==> config.mk <==
export PLATFORM = sky130hd
export DESIGN_NAME = vector_display_list_interpreter_top
export DESIGN_NICKNAME = d
export VERILOG_FILES = /design/src/rtl/vdli_pkg.sv /design/src/rtl/vector_display_list_interpreter_top.sv
export SDC_FILE = /design/constraint.sdc
export NUM_CORES = 2
export LEC_CHECK = 0
export BUFFER_PORTS_ARGS = -buffer_cell sky130_fd_sc_hd__clkbuf_2
export CORE_AREA = 2 2 299 375
export DETAILED_ROUTE_END_ITERATION = 7
export DIE_AREA = 0 0 301 377
export GPL_TIMING_DRIVEN = 0
export PLACE_DENSITY = 0.46
export SLEW_MARGIN = 20
export SYNTH_ARGS = -nofsm -noshare
export SYNTH_HDL_FRONTEND = slang
export SYNTH_SLANG_ARGS = --single-unit
==> constraint.sdc <==
create_clock -name clk -period 13.95 [get_ports clk]
set_input_delay 0.6975 -clock clk [delete_from_list [all_inputs] [get_ports clk]]
set_output_delay 0.6975 -clock clk [all_outputs]
set_load 0.01 [all_outputs]
==> src/rtl/vdli_pkg.sv <==
// ============================================================================
// vdli_pkg
// Shared types and constants for the vector display list interpreter.
// ============================================================================
package vdli_pkg;

    localparam int STACK_DEPTH   = 8;
    localparam int FRACTION_BITS = 16;
    localparam int SP_W          = $clog2(STACK_DEPTH);
    // (~lin << FRACTION_BITS) >> (8..15) always fits in FRACTION_BITS bits
    localparam int SCALE_W       = FRACTION_BITS;

    localparam logic [15:0] BASE_ADDR  = 16'h2000;
    localparam logic [31:0] CENTER_POS = 32'd512 << FRACTION_BITS;

    // opcodes, first_word[15:13]
    localparam logic [2:0] OP_LONG   = 3'd0;
    localparam logic [2:0] OP_HALT   = 3'd1;
    localparam logic [2:0] OP_SHORT  = 3'd2;
    localparam logic [2:0] OP_STAT   = 3'd3;
    localparam logic [2:0] OP_CENTER = 3'd4;
    localparam logic [2:0] OP_CALL   = 3'd5;
    localparam logic [2:0] OP_RET    = 3'd6;
    localparam logic [2:0] OP_JUMP   = 3'd7;

    // configuration register indexes
    localparam logic [1:0] CFG_COLOR_RAM = 2'd0;
    localparam logic [1:0] CFG_FLIP      = 2'd1;

    typedef struct packed {
        logic        action;
        logic [15:0] first_word;
        logic [15:0] second_word;
        logic [2:0]  random_color;
    } in_t;

    typedef struct packed {
        logic [15:0]        next_address;
        logic               done_res;
        logic               draw;
        logic               dot;
        logic signed [15:0] x_start;
        logic signed [15:0] y_start;
        logic signed [15:0] x_end;
        logic signed [15:0] y_end;
        logic [7:0]         red;
        logic [7:0]         green;
        logic [7:0]         blue;
    } out_t;

endpackage

==> src/rtl/vector_display_list_interpreter_top.sv <==
// ============================================================================
// vector_display_list_interpreter_top
// Executes one display-list instruction per input transaction and returns the
// next fetch address and the done flag, and a colored line for each draw.
// ============================================================================
//
//  channel | direction | handshake               | payload
//  --------+-----------+-------------------------+----------------------------
//  in      | input     | in_valid / in_stall     | in_data  (vdli_pkg::in_t)
//  out     | output    | out_valid / out_stall   | out_data (vdli_pkg::out_t)
//  cfg     | input     | cfg_valid / cfg_ready   | cfg_index, cfg_data
//
//  One instruction per cycle while in_stall is low, through the stage-one and
//  result registers. Stage one decodes, updates the program state and forms
//  the scaled deltas; stage two holds the beam accumulator and loads the
//  result register. Reset clears all control state but sets the done flag;
//  the return stack is undefined until pushed. in_stall rises only when both
//  stages hold transactions and out_stall is high. cfg_ready is always high.
module vector_display_list_interpreter_top (
    input  logic                 clk,
    input  logic                 rst_n,
    input  logic                 in_valid,
    output logic                 in_stall,
    input  vdli_pkg::in_t        in_data,
    output logic                 out_valid,
    input  logic                 out_stall,
    output vdli_pkg::out_t       out_data,
    input  logic                 cfg_valid,
    output logic                 cfg_ready,
    input  logic [1:0]           cfg_index,
    input  logic [63:0]          cfg_data
);
    import vdli_pkg::*;

    localparam logic [1:0] KIND_NONE   = 2'd0;
    localparam logic [1:0] KIND_DRAW   = 2'd1;
    localparam logic [1:0] KIND_CENTER = 2'd2;

    typedef struct packed {
        logic [1:0]  kind;
        logic [15:0] addr;
        logic        done;
        logic [31:0] dx;
        logic [31:0] dy;
        logic        dot;
        logic [7:0]  red;
        logic [7:0]  green;
        logic [7:0]  blue;
    } s1_t;

    // program state
    logic [15:0]        pc_reg, pc_next;
    logic [SP_W-1:0]    sp_reg, sp_next;
    logic [15:0]        stack_reg [STACK_DEPTH];
    logic               done_reg, done_next;
    logic [SCALE_W-1:0] scale_reg, scale_next;
    logic [3:0]         stat_int_reg, stat_int_next;
    logic [3:0]         color_idx_reg, color_idx_next;
    logic               sparkle_reg, sparkle_next;
    logic [31:0]        beam_x_reg, beam_y_reg;
    logic [63:0]        color_ram_reg;
    logic               flip_reg;

    // pipeline
    logic               s1_valid_reg;
    s1_t                s1_reg, s1_next;
    logic               out_valid_reg;
    out_t               out_reg, out_next;

    logic               out_load, s1_adv, in_acc;
    logic               push_en;

    // decode
    logic [15:0]             w1, w2;
    logic [2:0]              op;
    logic [15:0]             pc_inc, tgt;
    logic signed [12:0]      vec_x, vec_y;
    logic [3:0]              z_code;
    logic [7:0]              inten;
    logic signed [SCALE_W+13:0] prod_x, prod_y;
    logic [31:0]             dx, dy;
    logic [3:0]              cidx;
    logic [3:0]              inv;
    logic [SP_W-1:0]         rd_idx;
    logic [SCALE_W+7:0]      scale_wide;

    // stage two
    logic [31:0]             xe, ye;

    assign out_load  = !out_valid_reg || !out_stall;
    assign s1_adv    = s1_valid_reg && out_load;
    assign in_stall  = s1_valid_reg && !out_load;
    assign in_acc    = in_valid && !in_stall;
    assign out_valid = out_valid_reg;
    assign out_data  = out_reg;
    assign cfg_ready = 1'b1;

    assign w1     = in_data.first_word;
    assign w2     = in_data.second_word;
    assign op     = w1[15:13];
    assign pc_inc = pc_reg + 16'd2;
    assign tgt    = BASE_ADDR + {2'b00, w1[12:0], 1'b0};
    assign rd_idx = (sp_reg == '0) ? SP_W'(STACK_DEPTH - 1) : sp_reg - 1'b1;

    always_comb
    begin
        if (op == OP_LONG)
        begin
            vec_x  = w2[12:0];
            vec_y  = w1[12:0];
            z_code = {w2[15:13], 1'b0};
        end
        else
        begin
            vec_x  = {{7{w1[4]}}, w1[4:0], 1'b0};
            vec_y  = {{7{w1[12]}}, w1[12:8], 1'b0};
            z_code = {w1[7:5], 1'b0};
        end
        if (z_code == 4'd2)
        begin
            z_code = stat_int_reg;
        end
        inten = (z_code != 4'd0) ? {z_code[3:1], 1'b1, 4'hf} : 8'd0;
    end

    assign prod_x = vec_x * $signed({1'b0, scale_reg});
    assign prod_y = vec_y * $signed({1'b0, scale_reg});
    assign dx     = 32'(prod_x);
    assign dy     = 32'(prod_y);

    assign cidx = sparkle_reg ? {1'b0, in_data.random_color} : color_idx_reg;
    assign inv  = ~color_ram_reg[{cidx, 2'b00} +: 4];

    assign scale_wide = {~w1[7:0], {FRACTION_BITS{1'b0}}} >> (4'd8 + {1'b0, w1[10:8]});

    always_comb
    begin
        pc_next        = pc_reg;
        sp_next        = sp_reg;
        done_next      = done_reg;
        scale_next     = scale_reg;
        stat_int_next  = stat_int_reg;
        color_idx_next = color_idx_reg;
        sparkle_next   = sparkle_reg;
        push_en        = 1'b0;
        s1_next        = '0;
        s1_next.kind   = KIND_NONE;

        if (!in_data.action)
        begin
            pc_next       = BASE_ADDR;
            sp_next       = '0;
            done_next     = 1'b0;
            scale_next    = '0;
            stat_int_next = 4'd0;
        end
        else if (!done_reg)
        begin
            pc_next = pc_inc;
            case (op)
                OP_LONG, OP_SHORT:
                begin
                    if (op == OP_LONG)
                    begin
                        pc_next = pc_reg + 16'd4;
                    end
                    color_idx_next = cidx;
                    s1_next.kind   = KIND_DRAW;
                    s1_next.dx     = dx;
                    s1_next.dy     = dy;
                    s1_next.dot    = (dx == 32'd0) && (dy == 32'd0);
                    s1_next.red    = (inv[1:0] != 2'b00) ? inten : 8'd0;
                    s1_next.green  = inv[3] ? inten : 8'd0;
                    s1_next.blue   = inv[2] ? inten : 8'd0;
                end
                OP_HALT:
                begin
                    done_next = 1'b1;
                end
                OP_STAT:
                begin
                    if (w1[12])
                    begin
                        scale_next = scale_wide[SCALE_W-1:0];
                    end
                    else
                    begin
                        color_idx_next = w1[3:0];
                        stat_int_next  = w1[7:4];
                        sparkle_next   = !w1[11];
                    end
                end
                OP_CENTER:
                begin
                    s1_next.kind = KIND_CENTER;
                end
                OP_CALL:
                begin
                    if (tgt == BASE_ADDR)
                    begin
                        done_next = 1'b1;
                    end
                    else
                    begin
                        push_en = 1'b1;
                        if (sp_reg == SP_W'(STACK_DEPTH - 1))
                        begin
                            done_next = 1'b1;
                            sp_next   = '0;
                        end
                        else
                        begin
                            sp_next = sp_reg + 1'b1;
                        end
                        pc_next = tgt;
                    end
                end
                OP_RET:
                begin
                    // empty stack ends the list and wraps to the top entry
                    if (sp_reg == '0)
                    begin
                        done_next = 1'b1;
                    end
                    sp_next = rd_idx;
                    pc_next = stack_reg[rd_idx];
                end
                default:
                begin
                    if (tgt == BASE_ADDR)
                    begin
                        done_next = 1'b1;
                    end
                    else
                    begin
                        pc_next = tgt;
                    end
                end
            endcase
        end
        s1_next.addr = pc_next;
        s1_next.done = done_next;
    end

    always_ff @(posedge clk or negedge rst_n)
    begin
        if (!rst_n)
        begin
            pc_reg        <= BASE_ADDR;
            sp_reg        <= '0;
            done_reg      <= 1'b1;
            scale_reg     <= '0;
            stat_int_reg  <= 4'd0;
            color_idx_reg <= 4'd0;
            sparkle_reg   <= 1'b0;
        end
        else if (in_acc)
        begin
            pc_reg        <= pc_next;
            sp_reg        <= sp_next;
            done_reg      <= done_next;
            scale_reg     <= scale_next;
            stat_int_reg  <= stat_int_next;
            color_idx_reg <= color_idx_next;
            sparkle_reg   <= sparkle_next;
        end
    end

    always_ff @(posedge clk)
    begin
        if (in_acc && push_en)
        begin
            stack_reg[sp_reg] <= pc_inc;
        end
    end

    always_ff @(posedge clk or negedge rst_n)
    begin
        if (!rst_n)
        begin
            color_ram_reg <= 64'd0;
            flip_reg      <= 1'b0;
        end
        else if (cfg_valid)
        begin
            case (cfg_index)
                CFG_COLOR_RAM: color_ram_reg <= cfg_data;
                CFG_FLIP:      flip_reg      <= cfg_data[0];
                default:       ;
            endcase
        end
    end

    // stage two: beam accumulate, flip turns both deltas around
    assign xe = flip_reg ? beam_x_reg - s1_reg.dx : beam_x_reg + s1_reg.dx;
    assign ye = flip_reg ? beam_y_reg + s1_reg.dy : beam_y_reg - s1_reg.dy;

    always_comb
    begin
        out_next              = '0;
        out_next.next_address = s1_reg.addr;
        out_next.done_res     = s1_reg.done;
        if (s1_reg.kind == KIND_DRAW)
        begin
            out_next.draw    = 1'b1;
            out_next.dot     = s1_reg.dot;
            out_next.x_start = beam_x_reg[FRACTION_BITS+15:FRACTION_BITS];
            out_next.y_start = beam_y_reg[FRACTION_BITS+15:FRACTION_BITS];
            out_next.x_end   = xe[FRACTION_BITS+15:FRACTION_BITS];
            out_next.y_end   = ye[FRACTION_BITS+15:FRACTION_BITS];
            out_next.red     = s1_reg.red;
            out_next.green   = s1_reg.green;
            out_next.blue    = s1_reg.blue;
        end
    end

    always_ff @(posedge clk or negedge rst_n)
    begin
        if (!rst_n)
        begin
            beam_x_reg <= CENTER_POS;
            beam_y_reg <= CENTER_POS;
        end
        else if (s1_adv)
        begin
            case (s1_reg.kind)
                KIND_DRAW:
                begin
                    beam_x_reg <= xe;
                    beam_y_reg <= ye;
                end
                KIND_CENTER:
                begin
                    beam_x_reg <= CENTER_POS;
                    beam_y_reg <= CENTER_POS;
                end
                default: ;
            endcase
        end
    end

    always_ff @(posedge clk or negedge rst_n)
    begin
        if (!rst_n)
        begin
            s1_valid_reg  <= 1'b0;
            out_valid_reg <= 1'b0;
        end
        else
        begin
            if (in_acc)
            begin
                s1_valid_reg <= 1'b1;
            end
            else if (s1_adv)
            begin
                s1_valid_reg <= 1'b0;
            end
            if (s1_adv)
            begin
                out_valid_reg <= 1'b1;
            end
            else if (!out_stall)
            begin
                out_valid_reg <= 1'b0;
            end
        end
    end

    always_ff @(posedge clk)
    begin
        if (in_acc)
        begin
            s1_reg <= s1_next;
        end
        if (s1_adv)
        begin
            out_reg <= out_next;
        end
    end

endmodule

==> impl_metrics.env <==
export IMPL_finalSetupViolations=0
export IMPL_crit_type="primary input to flop"
export IMPL_post_synth_num_cell_types=86
export IMPL_synthTopCellsByArea="edfxtp_1 (25%), fa_1 (15%), dfrtp_1 (11%)"
export IMPL_cts_buffer_depth=3
export IMPL_ys_ff_latch=486
export IMPL_drv_cap=0
export IMPL_rsz0062_at_grt="false"
export IMPL_initial_core_util_pct=34.7
export IMPL_ys_flop_type="edfxtp_1"
export IMPL_holdBufCountCts=1
export IMPL_drt_iter0_markers=1516
export IMPL_ff_latch_area_sq_mm=0.0137
export IMPL_cts_tree="built"
export IMPL_max_vdd_ir_drop_mv=0.0985
export IMPL_max_slew_margin_pct=25.0
export IMPL_cp_arrival_ns=11.41
export IMPL_clkTransAtPathRegs_ns=0.06
export IMPL_ys_warn_count=0
export IMPL_fillers=11000
export IMPL_critPathLaunchType="primary input"
export IMPL_grt_max_degree=82
export IMPL_worst_clock_skew_ns=0.0439
export IMPL_critPathMostFrequentCell="fa_1"
export IMPL_holdWs_ns=0.290
export IMPL_grt_pass1_vias=28000
export IMPL_dr_pass1_iters=5
export IMPL_yosysMostFrequentCell="nand2_1"
export IMPL_htreeDepth=2
export IMPL_max_stage_delay_ns=1.01
export IMPL_fp_dieW_um=301
export IMPL_wl_um=114000
export IMPL_num_nets_final=4600
export IMPL_routabilityCongestion=0.914
export IMPL_die_h_um=377
export IMPL_detail_route_antenna_nets=0
export IMPL_cp_data_required_time_ns=14.36
export IMPL_async_flop_share_pct=35.6
export IMPL_grt_overflow=0
export IMPL_critical_path_top_delay_family="adder cells"
export IMPL_yosysTopAreaCell="edfxtp_1"
export IMPL_outcome="complete, no violations"
export IMPL_viasPerCell=5.03
export IMPL_power_leakage_uw=0.0189
export IMPL_drt_wirelength_per_cell_um=21.0
export IMPL_final_max_slew_viol_count=0
export IMPL_critPathCaptureType="flop"
export IMPL_avgSynthCellArea_sq_um=10.4
export IMPL_max_freq_mhz=90.9
export IMPL_worstSkewPairLatency_ns=0.63
export IMPL_final_setup_tns_ns=0
export IMPL_largest_reg_flops=128
export IMPL_die_area_sq_mm=0.113
export IMPL_yosysSeqAreaShare_pct=36.0
export IMPL_critPathSlowestCell="nor4b_1"
export IMPL_grt_pass1_wl_um=174000
export IMPL_cts_sinks=486
export IMPL_drive_above_1_share_pct=11.9
export IMPL_fin_crit_sh_pct=78.9
export IMPL_cts_made_buffers=53
export IMPL_hold_viol=0
export IMPL_syn_to_final_growth_pct=12.6
export IMPL_port_buffers=212
export IMPL_synth_enable_flop_cells=313
export IMPL_use_met2_pct=35.5
export IMPL_pwr_density_cell_mw_per_mm2=138
export IMPL_antenna_found_initial=5
export IMPL_clockRootBuffer="clkbuf_16"
export IMPL_hold_path_class="primary input to flop"
export IMPL_ios=217
export IMPL_num_rows=136
export IMPL_r2r_slack_ns=5.29
export IMPL_cp_max_fo=10
export IMPL_synth_cells=3657
export IMPL_use_met1_pct=25.8
export IMPL_post_cts_setup_buffers=0
export IMPL_busiest_layer="met2"
export IMPL_dp_hpwl_um=90500
export IMPL_syn_num_nets=4324
export IMPL_ys_top_cells_by_count="nand2_1 (373), inv_1 (359), edfxtp_1 (313)"
export IMPL_vias=27300
export IMPL_core_sq_mm=0.110
export IMPL_use_met3_pct=1.72
export IMPL_drc_errors=0
export IMPL_synth_top_area_share_pct=24.6
export IMPL_multi_input_area_sq_mm=0.0223
export IMPL_syn_cell_area_sq_mm=0.0381
export IMPL_crit_buf_inv=8
export IMPL_cts_resized=0
export IMPL_tightest_slew_ns=1.11
export IMPL_period_needed_ns=11.01
export IMPL_grtUsageTotal_pct=20.2
## where the power goes
part / switching [uW] / internal, uW / leakage, uW
combinational: 1550 / 1070 / 0.0129
clock: 606 / 759 / 0.000801
sequential: 144 / 1790 / 0.00517
## metrics by stage
stage	std cells	cell area (sq um)	worst slack, ns	total power (uW)	utilization, %
3_5_place_dp	5326	41200	2.52	4580	37.6
3_3_place_gp	5318	41000	2.44	4570	37.4
5_1_grt	5428	42900	2.74	6350	39.1
6_report	5428	42900	2.94	5920	39.1
4_1_cts	5426	42900	3.14	5980	39.1
2_1_floorplan	3657	38100	5.90	3800	-
## cell families (layout without fill, tap and decap cells)
group,Yosys count,after routing,synth area share [%]
multiplexers,152,152,5.44
AND/OR/NAND/NOR,1157,1157,15.2
other,1,3,0.00983
flip-flops,486,486,36.0
buffers and inverters,550,870,5.55
adder cells (fa/ha/maj),560,560,24.1
XOR/XNOR,181,181,4.16
AO/OA/AOI/OAI,570,570,9.53
## layer usage
metal	routed length (um)	vias up
met5	11	-
met4	4560	2
met2	56900	553
met3	3520	170
met1	49100	13600
li1	-	13000
## layout by cell type (no fill, tap or decap), types with 55 or more instances in the layout
cell type and instances:
nand2_1 373, inv_1 359, edfxtp_1 313, fa_1 289, ha_1 271, clkbuf_2 212
and2_1 208, nor2_1 183, clkbuf_1 172, dfrtp_1 169, a21oi_1 168, o21ai_0 131
nor2b_1 110, xnor2_1 102, xor2_1 78, mux2_2 72, a21o_1 60, nor3_1 55
## path summary, 6_finish.rpt
| path | to | start | cells past startpoint |
|---|---|---|---|
| setup / recovery | s1_reg[24]$_SDFFCE_PP0P_ | in_data[33] | 28 |
| hold / removal | s1_valid_reg$_DFFE_PN0P_ | in_valid | 2 |
| setup reg to reg | s1_reg[24]$_SDFFCE_PP0P_ | scale_reg[9]$_DFFE_PN0P_ | 23 |
| hold reg to reg | out_data[101]$_DFFE_PP_ | out_next[101]$_DFFE_PP_ | 0 |
| max in group asynchronous | beam_x_reg[25]$_DFFE_PN1P_ | rst_n | 4 |
| min in group asynchronous | sp_reg[1]$_DFFE_PN0P_ | rst_n | 2 |
## layout make-up
class | instances | area share [%]
plain buffers | 189 | 1.78
repair buffers | 221 | 2.87
inverters | 361 | 3.17
clock buffers | 68 | 3.29
flip-flops and latches | 486 | 32.0
multi-input cells | 2621 | 52.0
diodes | 2 | 0.0117
clock inverters | 31 | 0.629
well taps | 1449 | 4.22
Note: power is estimated with default switching activity, not from simulation.
